--- config.mk ---
export PLATFORM = sky130hd
export DESIGN_NAME = pixel_format_to_bgra_core
export DESIGN_NICKNAME = d
export VERILOG_FILES = /design/src/design/pfb_pkg.sv /design/src/design/pixel_format_to_bgra_core.sv
export SDC_FILE = /design/constraint.sdc
export NUM_CORES = 1
export LEC_CHECK = 0
export BUFFER_PORTS_ARGS = -buffer_cell sky130_fd_sc_hd__buf_2
export CORE_MARGIN = 2
export CORE_UTILIZATION = 30
export DETAILED_ROUTE_END_ITERATION = 10
export GPL_TIMING_DRIVEN = 1
export HOLD_SLACK_MARGIN = 0.06
export PLACE_DENSITY_LB_ADDON = 0.3
export REMOVE_ABC_BUFFERS = 1
export SYNTH_ARGS = -nofsm -noshare
export SYNTH_HDL_FRONTEND = slang
export SYNTH_SLANG_ARGS = --single-unit
--- constraint.sdc ---
create_clock -name clk -period 9.2 [get_ports clk]
set_input_delay 0.92 -clock clk [delete_from_list [all_inputs] [get_ports clk]]
set_output_delay 0.92 -clock clk [all_outputs]
set_load 0.01 [all_outputs]
--- src/design/pfb_pkg.sv ---
`default_nettype none
package pfb_pkg;

    typedef enum logic [2:0] {
        MODE_YUV   = 3'd0,
        MODE_RGB24 = 3'd1,
        MODE_BGR24 = 3'd2,
        MODE_RGBA  = 3'd3,
        MODE_BGRA  = 3'd4
    } pixel_mode_t;

    localparam int unsigned MAG_W  = 8;
    localparam int unsigned PROD_W = 18;
    localparam int unsigned SUM_W  = 11;

    localparam logic [7:0] CHROMA_OFFSET = 8'd128;
    localparam logic [7:0] ALPHA_OPAQUE  = 8'd255;

    localparam logic [PROD_W-1:0] COEF_RV = 18'd1402;
    localparam logic [PROD_W-1:0] COEF_GU = 18'd344;
    localparam logic [PROD_W-1:0] COEF_GV = 18'd714;
    localparam logic [PROD_W-1:0] COEF_BU = 18'd1772;

    // floor(m / 1000) == (m * RECIP_1000) >> RECIP_SHIFT for every m below 2^18.
    localparam int unsigned RECIP_W     = 19;
    localparam int unsigned RECIP_SHIFT = 28;
    localparam logic [RECIP_W-1:0] RECIP_1000 = 19'd268436;
    localparam int unsigned QPROD_W = PROD_W + RECIP_W;

    typedef struct packed {
        logic [7:0] c0;
        logic [7:0] c1;
        logic [7:0] c2;
        logic [7:0] c3;
        logic       is_yuv;
        logic       swap_rb;
        logic       pass_alpha;
        logic       u_neg;
        logic       v_neg;
    } pix_ctl_t;

    function automatic logic [7:0] sat8(input logic signed [SUM_W-1:0] v);
        logic [7:0] r;
        if (v < 0)
        begin
            r = 8'd0;
        end
        else if (v > 255)
        begin
            r = 8'd255;
        end
        else
        begin
            r = v[7:0];
        end
        return r;
    endfunction

    function automatic logic signed [SUM_W-1:0] signed_term(input logic [7:0] q,
                                                            input logic       neg);
        logic signed [SUM_W-1:0] t;
        t = $signed({{(SUM_W-8){1'b0}}, q});
        return neg ? -t : t;
    endfunction

endpackage
`default_nettype wire

--- src/design/pixel_format_to_bgra_core.sv ---
`default_nettype none
// Pixel format to BGRA8 converter.
// Input channel: pixel_valid / pixel_stall carry one pixel per transaction in
// first_component .. fourth_component (Y, U, V in YUV mode, else raw bytes).
// Output channel: result_valid / result_stall carry blue_out, green_out,
// red_out and alpha_out, one result per accepted pixel, in order.
// Mode port: mode_valid / mode_ready write pixel_mode (0 YUV, 1 RGB24,
// 2 BGR24, 3 RGBA, 4 BGRA). mode_ready is always high. Write it only while
// the pipeline is empty. A pixel taken under modes 5 to 7 is dropped.
// Four register stages lie between acceptance and result_valid: input and chroma
// magnitude, coefficient multiply, reciprocal multiply for the divide by
// 1000, then sum, saturate and swizzle into the output register.
// Throughput is one pixel per clock unless result_stall backs the pipeline up.
// When the receiver stalls, results pile up in the empty stages behind the
// output register, so pixel_stall rises only once all four stages are full.
// Reset empties the pipeline and sets the mode to YUV.
module pixel_format_to_bgra_core (
    input  wire logic       clk,
    input  wire logic       rst_n,
    input  wire logic       mode_valid,
    output logic            mode_ready,
    input  wire logic [2:0] pixel_mode,
    input  wire logic       pixel_valid,
    output logic            pixel_stall,
    input  wire logic [7:0] first_component,
    input  wire logic [7:0] second_component,
    input  wire logic [7:0] third_component,
    input  wire logic [7:0] fourth_component,
    output logic            result_valid,
    input  wire logic       result_stall,
    output logic [7:0]      blue_out,
    output logic [7:0]      green_out,
    output logic [7:0]      red_out,
    output logic [7:0]      alpha_out
);

    logic [2:0] mode_reg;

    logic s1_valid_reg, s2_valid_reg, s3_valid_reg, out_valid_reg;
    logic en1, en2, en3, en4;

    pfb_pkg::pix_ctl_t s1_ctl_reg, s2_ctl_reg, s3_ctl_reg;
    pfb_pkg::pix_ctl_t s1_ctl_next;
    logic              s1_ok_next;

    logic [pfb_pkg::MAG_W-1:0] u_mag_reg, v_mag_reg, u_mag_next, v_mag_next;

    logic [pfb_pkg::PROD_W-1:0] prod_rv_reg, prod_gu_reg, prod_gv_reg, prod_bu_reg;
    logic [pfb_pkg::PROD_W-1:0] prod_rv_next, prod_gu_next, prod_gv_next, prod_bu_next;

    logic [7:0] q_rv_reg, q_gu_reg, q_gv_reg, q_bu_reg;
    logic [pfb_pkg::QPROD_W-1:0] qp_rv, qp_gu, qp_gv, qp_bu;

    logic [7:0] blue_reg, green_reg, red_reg, alpha_reg;
    logic [7:0] blue_next, green_next, red_next, alpha_next;

    logic signed [pfb_pkg::SUM_W-1:0] y_s, r_sum, g_sum, b_sum;

    // Each stage moves when it is empty or the stage after it moves.
    assign en4 = !out_valid_reg || !result_stall;
    assign en3 = !s3_valid_reg || en4;
    assign en2 = !s2_valid_reg || en3;
    assign en1 = !s1_valid_reg || en2;

    assign pixel_stall = !en1;
    assign mode_ready  = 1'b1;

    always_ff @(posedge clk or negedge rst_n)
    begin
        if (!rst_n)
        begin
            mode_reg <= pfb_pkg::MODE_YUV;
        end
        else if (mode_valid && mode_ready)
        begin
            mode_reg <= pixel_mode;
        end
    end

    // Stage 1: decode the mode and take the chroma values apart into sign and magnitude.
    always_comb
    begin
        s1_ctl_next.c0         = first_component;
        s1_ctl_next.c1         = second_component;
        s1_ctl_next.c2         = third_component;
        s1_ctl_next.c3         = fourth_component;
        s1_ctl_next.is_yuv     = 1'b0;
        s1_ctl_next.swap_rb    = 1'b0;
        s1_ctl_next.pass_alpha = 1'b0;
        s1_ctl_next.u_neg      = second_component < pfb_pkg::CHROMA_OFFSET;
        s1_ctl_next.v_neg      = third_component < pfb_pkg::CHROMA_OFFSET;
        s1_ok_next             = 1'b1;
        case (mode_reg)
            pfb_pkg::MODE_YUV:   s1_ctl_next.is_yuv = 1'b1;
            pfb_pkg::MODE_RGB24: s1_ctl_next.swap_rb = 1'b1;
            pfb_pkg::MODE_BGR24: s1_ctl_next.swap_rb = 1'b0;
            pfb_pkg::MODE_RGBA:
            begin
                s1_ctl_next.swap_rb    = 1'b1;
                s1_ctl_next.pass_alpha = 1'b1;
            end
            pfb_pkg::MODE_BGRA:  s1_ctl_next.pass_alpha = 1'b1;
            default:             s1_ok_next = 1'b0;
        endcase
        u_mag_next = s1_ctl_next.u_neg ? pfb_pkg::CHROMA_OFFSET - second_component
                                       : second_component - pfb_pkg::CHROMA_OFFSET;
        v_mag_next = s1_ctl_next.v_neg ? pfb_pkg::CHROMA_OFFSET - third_component
                                       : third_component - pfb_pkg::CHROMA_OFFSET;
    end

    // Stage 2 products: magnitude times coefficient.
    assign prod_rv_next = pfb_pkg::PROD_W'(v_mag_reg) * pfb_pkg::COEF_RV;
    assign prod_gu_next = pfb_pkg::PROD_W'(u_mag_reg) * pfb_pkg::COEF_GU;
    assign prod_gv_next = pfb_pkg::PROD_W'(v_mag_reg) * pfb_pkg::COEF_GV;
    assign prod_bu_next = pfb_pkg::PROD_W'(u_mag_reg) * pfb_pkg::COEF_BU;

    // Stage 3: divide the magnitudes by 1000; truncating the magnitude
    // matches truncation toward zero once the sign goes back on.
    assign qp_rv = pfb_pkg::QPROD_W'(prod_rv_reg) * pfb_pkg::QPROD_W'(pfb_pkg::RECIP_1000);
    assign qp_gu = pfb_pkg::QPROD_W'(prod_gu_reg) * pfb_pkg::QPROD_W'(pfb_pkg::RECIP_1000);
    assign qp_gv = pfb_pkg::QPROD_W'(prod_gv_reg) * pfb_pkg::QPROD_W'(pfb_pkg::RECIP_1000);
    assign qp_bu = pfb_pkg::QPROD_W'(prod_bu_reg) * pfb_pkg::QPROD_W'(pfb_pkg::RECIP_1000);

    // Stage 4: sum, saturate and pick the byte order.
    always_comb
    begin
        y_s   = $signed({{(pfb_pkg::SUM_W-8){1'b0}}, s3_ctl_reg.c0});
        r_sum = y_s + pfb_pkg::signed_term(q_rv_reg, s3_ctl_reg.v_neg);
        g_sum = y_s - pfb_pkg::signed_term(q_gu_reg, s3_ctl_reg.u_neg)
                    - pfb_pkg::signed_term(q_gv_reg, s3_ctl_reg.v_neg);
        b_sum = y_s + pfb_pkg::signed_term(q_bu_reg, s3_ctl_reg.u_neg);
        if (s3_ctl_reg.is_yuv)
        begin
            blue_next  = pfb_pkg::sat8(b_sum);
            green_next = pfb_pkg::sat8(g_sum);
            red_next   = pfb_pkg::sat8(r_sum);
        end
        else if (s3_ctl_reg.swap_rb)
        begin
            blue_next  = s3_ctl_reg.c2;
            green_next = s3_ctl_reg.c1;
            red_next   = s3_ctl_reg.c0;
        end
        else
        begin
            blue_next  = s3_ctl_reg.c0;
            green_next = s3_ctl_reg.c1;
            red_next   = s3_ctl_reg.c2;
        end
        alpha_next = s3_ctl_reg.pass_alpha ? s3_ctl_reg.c3 : pfb_pkg::ALPHA_OPAQUE;
    end

    always_ff @(posedge clk or negedge rst_n)
    begin
        if (!rst_n)
        begin
            s1_valid_reg  <= 1'b0;
            s2_valid_reg  <= 1'b0;
            s3_valid_reg  <= 1'b0;
            out_valid_reg <= 1'b0;
        end
        else
        begin
            if (en1)
            begin
                s1_valid_reg <= pixel_valid && s1_ok_next;
            end
            if (en2)
            begin
                s2_valid_reg <= s1_valid_reg;
            end
            if (en3)
            begin
                s3_valid_reg <= s2_valid_reg;
            end
            if (en4)
            begin
                out_valid_reg <= s3_valid_reg;
            end
        end
    end

    always_ff @(posedge clk)
    begin
        if (en1)
        begin
            s1_ctl_reg <= s1_ctl_next;
            u_mag_reg  <= u_mag_next;
            v_mag_reg  <= v_mag_next;
        end
        if (en2)
        begin
            s2_ctl_reg  <= s1_ctl_reg;
            prod_rv_reg <= prod_rv_next;
            prod_gu_reg <= prod_gu_next;
            prod_gv_reg <= prod_gv_next;
            prod_bu_reg <= prod_bu_next;
        end
        if (en3)
        begin
            s3_ctl_reg <= s2_ctl_reg;
            q_rv_reg   <= qp_rv[pfb_pkg::RECIP_SHIFT +: 8];
            q_gu_reg   <= qp_gu[pfb_pkg::RECIP_SHIFT +: 8];
            q_gv_reg   <= qp_gv[pfb_pkg::RECIP_SHIFT +: 8];
            q_bu_reg   <= qp_bu[pfb_pkg::RECIP_SHIFT +: 8];
        end
        if (en4)
        begin
            blue_reg  <= blue_next;
            green_reg <= green_next;
            red_reg   <= red_next;
            alpha_reg <= alpha_next;
        end
    end

    assign result_valid = out_valid_reg;
    assign blue_out     = blue_reg;
    assign green_out    = green_reg;
    assign red_out      = red_reg;
    assign alpha_out    = alpha_reg;

endmodule
`default_nettype wire

# Word level (Yosys, flattened, before mapping)
# Index checks and enable logic that the tools add are counted.
[totals] inputBits=40 reg_bits=262
[classes] eq_ne=4 addsub=12 reduce_logical=15 mux=21 n_mul=8 order_cmp=8
[ops] op="8-bit two-way mux" count=13
[ops] op="17-bit by 17-bit multiplier with 33-bit output (second input constant)" count=2
[ops] op="11-bit two-way mux" count=4
[ops] op="8-bit negator with 11-bit output" count=4
[ops] op="11-bit by 9-bit greater-than comparator with 1-bit output (second input constant)" count=3
[ops] op="11-bit by 1-bit less-than comparator with 1-bit output (second input constant)" count=3
[ops] op="16-bit by 17-bit multiplier with 32-bit output (second input constant)" count=1
[ops] op="14-bit by 17-bit multiplier with 31-bit output (second input constant)" count=1
[ops] op="9-bit by 11-bit adder with 11-bit output" count=2
[ops] op="8-bit by 10-bit multiplier with 17-bit output (second input constant)" count=1
[ops] op="8-bit by 9-bit multiplier with 17-bit output (second input constant)" count=1
[ops] op="8-bit less-than comparator (second input constant)" count=2
[ops] op="8-bit by 9-bit multiplier with 16-bit output (second input constant)" count=1
[ops] op="8-bit subtractor (first input constant)" count=2
[ops] op="8-bit subtractor (second input constant)" count=2
[ops] op="8-bit by 6-bit multiplier with 14-bit output (second input constant)" count=1
[ops] op="11-bit subtractor" count=1
[ops] op="9-bit by 11-bit subtractor with 11-bit output" count=1
[ops] op="3-bit by 2-bit == test with 1-bit output (second input constant)" count=2
[ops] op="1-bit zero test" count=6
[ops] op="5-bit OR reduction" count=1
[ops] op="1-bit logical OR" count=4
[ops] op="1-bit two-way mux" count=4
[ops] op="2-bit OR reduction" count=2
[ops] op="other kinds (4)" count=4

# Longest topological paths before layout
[logic_depth] depth_word=8 depth_mapped=19

# Worst setup path before layout
# OpenSTA, ideal clock, no wires.
[synth_timing] path_kind="register -> register" startpoint="reg prod_rv_reg[7] (netlist name)" endpoint="reg q_rv_reg[4] (data pin)" slack_ps=4080 t_arrival_ps=4861 synth_period_minus_slack_ps=5120 stages_incl_launch_ff=18 setup_time_ps=259 path_cell_list="edfxtp_1 ha_1 ha_1 fa_1 inv_1 fa_1 fa_1 inv_1 fa_1 ha_1 a211oi_1 o21bai_1 a221oi_1 nand3_1 a31o_1 a21oi_1 nor2b_1 o31a_1"
[synth_between] elab_chain_len=1
[synth_rtl] element="start, declared" line="pixel_format_to_bgra_core.sv:48" text="logic [pfb_pkg::PROD_W-1:0] prod_rv_reg, prod_gu_reg, prod_gv_reg, prod_bu_reg;"
[synth_rtl] element="start signal, assigned" line="pixel_format_to_bgra_core.sv:194" text="prod_rv_reg <= prod_rv_next;"
[synth_rtl] element="17-bit by 17-bit multiplier with 33-bit output" line="pixel_format_to_bgra_core.sv:119" text="assign qp_rv = pfb_pkg::QPROD_W'(prod_rv_reg) * pfb_pkg::QPROD_W'(pfb_pkg::RECIP_1000);"
[synth_rtl] element="named net qp_rv (one bit)" line="pixel_format_to_bgra_core.sv:52" text="logic [pfb_pkg::QPROD_W-1:0] qp_rv, qp_gu, qp_gv, qp_bu;"
[synth_rtl] element="end signal, assigned" line="pixel_format_to_bgra_core.sv:202" text="q_rv_reg <= qp_rv[pfb_pkg::RECIP_SHIFT +: 8];"
[synth_rtl] element="end, declared" line="pixel_format_to_bgra_core.sv:51" text="logic [7:0] q_rv_reg, q_gu_reg, q_gv_reg, q_bu_reg;"
# The timed path passes the listed nets, and every way through them passes these cells.
# A chain may end at the register's enable or synchronous reset.

# Worst setup path after layout
# Ends and elaborated chain as after synthesis.

==> impl_metrics.toml <==
[sta]
final_max_slew_viol_count = 0
finalCriticalPeriod_ns = 5.50
fmax_mhz = 182
setup_viol = 0
worst_slack_ns = 3.70
finalHoldViolCount = 0
tightest_slew_ns = 1.03
skew_ns = 0.0147
setup_tns_ns = 0
relSlewSlack_pct = 31.3
rsz0062_at_grt = "false"
period_share_pct = 59.7

[grt]
grt_overflow = 0
grt_max_degree = 71
grt_pass1_wl_um = 95200
grtUsageTotal_pct = 12.4
grt_antenna_before_repair = 2
grt_pass1_vias = 18200

[detailed_routing]
drt_iter0_drc = 779
ant_nets = 0
remaining_drc_errors = 0
via_per_inst = 4.48
drt_wl_total_um = 57900
vias = 17500
first_pass_iters = 4
wl_per_cell_um = 14.8

[yosys]
synth_seq_cells = 251
ys_warn_count = 0
synth_cell_type_count = 82
synthAdderAreaFrac_pct = 47.2
synthFlopType = "edfxtp_1"
yosysTopAreaCellShare_pct = 30.6
synthCells = 2550
synthXorXnorAreaFrac_pct = 3.67
synth_top_area_cell = "ha_1"
synthMuxAreaShare_pct = 0.884
synth_top_family_by_area = "adder cells"
syn_avg_cell_area_um2 = 11.0
synth_compound_area_share_pct = 7.89
syn-cell-area_um2 = 28200
yosys.area_share.simple_pct = 5.33
synth_async_sr_flop_share_pct = 2.79
ys_seq_area_share_pct = 26.6
synth_edf_count = 244
synthTopCellsByArea = "ha_1 31%, edfxtp_1 26%, fa_1 17%"

[setup_path]
cpMaxStageDelayCell = "fa_1"
reg2reg_from = "prod_rv_reg[7]"
cp.arrival_ns = 5.81
worstPathCellList = "ha_1 -> ha_1 -> fa_1 -> inv_1 -> fa_1 -> fa_1 -> inv_1 -> fa_1 -> ha_1 -> a211oi_1 -> o21bai_1 -> a221oi_1 -> nand3_1 -> a31o_1 -> a21oi_1 -> nor2b_1 -> o31a_1"
cp_common_cell = "fa_1"
cp.buffers_inverters = 2
path_class = "flip-flop to flip-flop"
r2r_slack_ns = 3.70
start_kind = "flip-flop"
reg2regPathDepth = 17
critPathTopFamily = "adder cells"
end_kind = "flip-flop"
critical_path_required_ns = 9.51
max_stage_delay_ns = 0.54
crit_path_max_fanout = 6
r2r_end = "q_rv_reg[4]"

[clock_tree]
post-cts-setup-buffer-count = 0
insertion_delay_ns = 0.57
htree_levels = 1
clkSlewWorstSetupHoldPaths_ns = 0.06
ctsHoldBuffers = 0
cts_buffers = 27
cts_resized = 0
cts_tree = "done"
cts.path.max_buffers = 3
ctsRootBufferMaster = "clkbuf_16"
cts_sinks = 251

[floorplanning]
coreArea_um2 = 93200
die_area_um2 = 96300
rows = 112
die_w_um = 310
die_y_um = 310
start_util_pct = 30.2
ios = 75

[outcome]
outcome = "finished, final reports clean"

[finish]
area_growth_pct = 10.1
antenna_cells = 0
instances_no_fill = 3918
nets = 3605
fillers = 9408
drive_gt1_share_pct = 5.78

[worst_hold_path]
hold_class = "primary input to async pin"

[place]
dpl.cell_count = 3868
dp_hpwl_um = 47900
place_ws_ns = 3.71
portBuffers = 73
gp_congestion = 0.808

[run]
max_cap_viol_count = 0
cells in the mapped netlist (8+ instances only):
cell type	n
ha_1	688
inv_1	613
edfxtp_1	244
fa_1	234
a21oi_1	87
xnor2_1	86
nor2_1	73
nand2_1	60
o21ai_0	42
a21o_1	31
xor2_1	30
nand3_1	28
nand2b_1	21
nor3_1	21
nor2b_1	20
a211oi_1	17
mux2i_1	17
o21bai_1	14
o21a_1	11
o22ai_1	11
o31ai_1	10
and3_1	9
clkbuf_1	9
a31oi_1	8
o2111ai_1	8
o211ai_1	8
o2bb2ai_1	8
o41ai_1	8
layer usage:
| layer | routed length, um | GRT usage [%] | up-vias |
|---|---|---|---|
| met4 | 640 | 1.90 | 0 |
| met5 | 0 | 0 | - |
| met2 | 25800 | 20.0 | 180 |
| li1 | - | - | 8862 |
| met3 | 1800 | 1.14 | 34 |
| met1 | 29700 | 18.2 | 8459 |
layout by cell type, fill, tap and decap left out, types with 7 or more instances in the layout:
master,Yosys,final
nand3_1,28,27
o31ai_1,10,10
nand2b_1,21,21
xnor2_1,86,86
o2bb2ai_1,8,8
ha_1,688,688
o21bai_1,14,14
xor2_1,30,30
a21o_1,31,31
o21ai_0,42,42
fa_1,234,234
a31oi_1,8,8
a221oi_1,7,7
nand4_1,7,7
and3_1,9,9
nor3_1,21,21
nor2_1,73,73
o2111ai_1,8,8
dfrtp_1,7,7
a211oi_1,17,17
a21oi_1,87,87
o211ai_1,8,8
or2_2,7,7
buf_2,0,73
edfxtp_1,244,244
clkbuf_1,9,7
nor2b_1,20,20
inv_1,613,612
o41ai_1,8,8
nand2_1,60,58
clkbuf_16,0,27
o21a_1,11,11
o22ai_1,11,11
mux2i_1,17,17
cell families after synthesis:
family / after synthesis
buffers and inverters: 625
muxes: 23
and+or+nand+nor: 291
adders and majority gates: 922
other: 1
DFF: 251
AOI/OAI and AO/OA: 320
xor gates and xnor gates: 117
worst max path at each step:
stage / start / end / slack, ns / cells after the start
2_1_floorplan: prod_rv_reg[7] / q_rv_reg[4] / 4.08 / 17
3_5_place_dp: prod_rv_reg[8] / q_rv_reg[4] / 3.71 / 17
6_report: prod_rv_reg[7] / q_rv_reg[4] / 3.70 / 17
5_1_grt: prod_gv_reg[3] / q_rv_reg[0] / 3.25 / 18
4_1_cts: prod_rv_reg[8] / q_rv_reg[4] / 3.70 / 17
3_3_place_gp: prod_gu_reg[16] / q_gu_reg[6] / 3.81 / 16
final cells by class:
| cell class | instances | area (um^2) | share of cell area [%] |
|---|---|---|---|
| clock buffer | 36 | 729 | 2.35 |
| clock inverter | 14 | 196 | 0.634 |
| inverter | 613 | 2300 | 7.43 |
| multi-input combinational | 1674 | 18300 | 59.1 |
| sequential | 251 | 7500 | 24.2 |
| tap | 1254 | 1570 | 5.06 |
| timing repair buffer | 76 | 388 | 1.25 |
per-stage QoR:
stage               util, %  hold WS, ns  cell area [um^2]
global route           33.3        0.152             31000
finish                 33.3        0.176             31000
CTS                    33.3        0.145             31000
floorplan                 -        0.400             28100
detailed placement     32.3        0.405             30100
global placement       32.3        0.400             30100
Power is left out: the tool's default activity adds up to more than one toggle a clock period on the data nets, which glitch-free logic cannot reach.
